File: config.mk
export PLATFORM = sky130hd
export DESIGN_NAME = gbc_ram
export DESIGN_NICKNAME = d
export VERILOG_FILES = /design/src/design/gbc_ram.sv
export SDC_FILE = /design/constraint.sdc
export NUM_CORES = 1
export LEC_CHECK = 0
export BUFFER_PORTS_ARGS = -buffer_cell sky130_fd_sc_hd__buf_2
export CORE_ASPECT_RATIO = 1.75
export CORE_UTILIZATION = 60
export CTS_CLUSTER_SIZE = 30
export DETAILED_ROUTE_END_ITERATION = 7
export MAX_ROUTING_LAYER = met4
export PLACE_DENSITY = 0.78
export SYNTH_ARGS = -nofsm -noshare
export SYNTH_HDL_FRONTEND = slang
export SYNTH_SLANG_ARGS = --single-unit
export TNS_END_PERCENT = 5
File: constraint.sdc
create_clock -name i_clk -period 2.5 [get_ports i_clk]
set_clock_uncertainty 0.2 [all_clocks]
set_input_delay 0.25 -clock i_clk [delete_from_list [all_inputs] [get_ports i_clk]]
set_output_delay 0.25 -clock i_clk [all_outputs]
set_load 0.01 [all_outputs]
File: src/design/gbc_ram.sv
// ----------------------------------------------------------------------------
// gbc_ram: generic single-clock RAM
// One write port and one read port; the read data is registered and holds
// while the read enable is low.
// ----------------------------------------------------------------------------
`default_nettype none

module gbc_ram #(
    parameter int WIDTH = 8,
    parameter int DEPTH = 16
) (
    input  wire                      i_clk,
    input  wire                      i_we,
    input  wire [$clog2(DEPTH)-1:0]  i_waddr,
    input  wire [WIDTH-1:0]          i_wdata,
    input  wire                      i_re,
    input  wire [$clog2(DEPTH)-1:0]  i_raddr,
    output logic [WIDTH-1:0]         o_rdata
);

    logic [WIDTH-1:0] r_mem [DEPTH];

    always_ff @(posedge i_clk) begin
        if (i_we) begin
            r_mem[i_waddr] <= i_wdata;
        end
        if (i_re) begin
            o_rdata <= r_mem[i_raddr];
        end
    end

endmodule

`default_nettype wire

==> results by group <==
GRT
  – Global-route wire length before repair: 14.1 mm
  – Initial antenna violation count: 0
  – Largest net degree at the start of global routing: 33
  – Grt ovf: 0
  – Number of global-route vias before repair: 2514
  – Overall Global Routing Usage: 23.8%

Place
  – I/O Buffers: 26
  – Final estimated routing congestion in global placement: 0.810
  – DP HPWL: 5.89 mm
  – DP Area: 5580 µm²

Worst hold path
  – Hold path cells: 1
  – Min-Delay Path Class: in2reg

Job
  – Max-Cap Viols: 0

Layout
  – Area growth, synth to finish: 17.2%
  – Area of the multi-input gates: 1060 µm²
  – Nets: 302
  – Share of cells above drive strength 1: 29.5%
  – FF+latch area: 4080 µm²
  – Ant diodes: 0
  – Fill count: 488
  – Final Cell Area: 6130 µm²

Clock network
  – Clock Latency Late Sink: 0.41 ns
  – Root buffer cell: clkbuf_16
  – Resized cells post-CTS: 0
  – CTS buffer count: 17
  – Hold_buf cts: 1
  – Number of setup buffers added after CTS: 0
  – CTS tree: done
  – CTS sink cnt: 136
  – CTS H-Tree Depth: 4
  – Clock Path Buffers: 2
  – CTS clk-pin slew, worst paths: 0.05 ns

Drt
  – Post-Route WL: 9.03 mm
  – DR WL/cell: 22.0 µm
  – Initial DRT Pass Iterations: 5
  – Via-per-instance ratio: 5.90
  – Residual DRC: 0
  – Starting DRT DRC Count: 211
  – Via count: 2420
  – Antenna Nets Post-Route: 0

Setup path
  – Crit path capture type: register
  – CP Class: reg2reg
  – Crit path largest cell delay: 0.48 ns
  – Worst-path cell chain: mux4_2 > a22oi_1 > nand2_1
  – Worst setup endpoint: o_rdata[4]
  – Worst EP arrival: 1.62 ns
  – Cells on worst reg2reg path: 3
  – Worst path slowest cell: mux4_2
  – Worst Path Required: 2.45 ns
  – Flop2flop setup slack: 0.83 ns
  – Crit. Startpoint: r_mem[2][4]
  – FF-to-FF Start: r_mem[2][4]
  – Largest fanout on the critical path: 1
  – Reg2reg end: o_rdata[4]
  – Startpoint Class: register

STA
  – Final setup TNS: 0 ns
  – Pins over their slew limit: 0
  – Worst-Margin Slew: 0.712 ns
  – Unrepaired setup endpoints after global routing: false
  – Setup violators final: 0
  – Final Hold Fails: 0
  – Fmax: 0.599 GHz
  – Crit path time final: 1.67 ns
  – Fin crit share: 66.7%
  – Rel. slew slack: 52.4%

Die
  – Cell Rows: 44
  – DIE AREA: 9100 µm²
  – Io pins: 27
  – Die Y: 125 µm
  – Initial core utilization: 62.5%
  – Die width: 72.6 µm
  – Core area: 8370 µm²

Logic synthesis
  – Synth warnings: 0
  – Synth Cell Area: 5230 µm²
  – Share of the synthesized area in the top cell type: 78.1%
  – Yosys cell types: 18
  – Seq/Total Area, Yosys: 78.1%
  – Area leader, netlist: edfxtp_1
  – Cell count after synthesis: 229
  – Net Count, Synth: 248
  – #FFs+latches synth: 136
  – Leading post-synthesis cells by cell area: edfxtp_1 (78%), mux4_2 (7.8%), mux4_1 (7.0%)
  – Mapped Avg Cell Area: 22.8 µm²

Pwr
  – P_leak: 2.08 nW
  – Power density over cell area: 829 nW/µm²
  – VDD IR max: 635 µV

Outcome
  – Status: completed
final cells by class:
class                   instances  area share [%]
flip-flops and latches        136            66.7
well taps                     115            2.35
repair buffers                 45            4.90
clock buffers                  18            7.00
multi-input cells              83            17.3
clock inverters                13            1.84
power breakdown:
| group | total [mW] | leakage, nW | switching, mW | internal, mW |
|---|---|---|---|---|
| logic | 0.229 | 0.582 | 0.129 | 0.100 |
| registers | 2.58 | 1.24 | 0.0109 | 2.57 |
| clock network | 2.27 | 0.260 | 0.839 | 1.43 |
how the worst min path moves through the flow:
stage,slack (ns),endpoint,start
after detailed placement,0.41,o_rdata[3],i_re
final,0.02,r_mem[11][7],i_wdata[7]
after global routing,0.02,r_mem[5][2],i_wdata[2]
after CTS,0.002,r_mem[12][7],i_wdata[7]
after floorplan,0.15,r_mem[0][0],i_wdata[0]
after global placement,0.41,o_rdata[3],i_re
Yosys cell counts, drive strengths merged:
cell and instances:
nand3b 2, and2 1, and2b 1, or3b 1, nand2b 2, mux4 32
edfxtp 136, nor2 13, nand2 9, nand3 1, buf 7, a22oi 16
nor2b 1, clkdlybuf4s25 3, nor3 4
through the flow:
step | std cells | utilization [%] | hold WS (ns) | setup WS, ns | total power [mW]
after global placement | 378 | 66.6 | 0.415 | 0.526 | 2.85
after CTS | 410 | 73.2 | 0.00190 | 0.824 | 5.12
after global routing | 410 | 73.2 | 0.0204 | 0.771 | 5.23
after detailed placement | 378 | 66.6 | 0.411 | 0.484 | 2.86
final | 410 | 73.2 | 0.0215 | 0.832 | 5.08
after floorplan | 229 | - | 0.149 | 0.557 | 2.76
routing by layer:
metal	routed length [µm]	GRT usage [%]	up-vias	share of wire, %
li1	-	-	1089	-
met1	3410	28.5	1221	38
met2	4940	36.4	98	55
met3	538	7.74	12	6.0
met4	139	11.5	0	1.5
met5	0	-	-	0
critical path: cells and delay by family, from the launching register on:
| family | cells | cell delay (ns) |
|---|---|---|
| AND/OR/NAND/NOR | 1 | 0.10 |
| flip-flops | 1 | 0.37 |
| multiplexers | 1 | 0.48 |
| AO/OA/AOI/OAI | 1 | 0.27 |
cell families after synthesis:
group | Yosys count | synth area share, %
muxes | 32 | 14.8
buffers and inverters | 10 | 1.65
and+or+nand+nor | 35 | 3.14
AOI/OAI and AO/OA | 16 | 2.30
DFF | 136 | 78.1
layout by cell type (no fill, tap or decap):
cell,Yosys,final
nor2b_1,1,1
clkinvlp_4,0,2
buf_2,3,26
buf_4,1,16
clkinv_1,0,6
clkbuf_1,0,1
and2b_1,1,1
dlygate4sd3_1,0,1
nor3_1,4,4
nand3_1,1,1
edfxtp_1,136,136
nand2b_1,2,2
nor2_1,13,13
bufinv_16,0,2
clkinv_2,0,3
buf_12,0,2
or3b_2,1,1
a22oi_1,16,16
nand3b_1,2,2
mux4_1,14,14
mux4_2,18,18
clkbuf_16,0,17
nand2_1,9,9
and2_1,1,1
state kept, by name, summed over array words and instances (netlist names):
| signal | count |
|---|---|
| o_rdata | 8 |
| r_mem | 128 |
(Power assumes the default switching activity.)
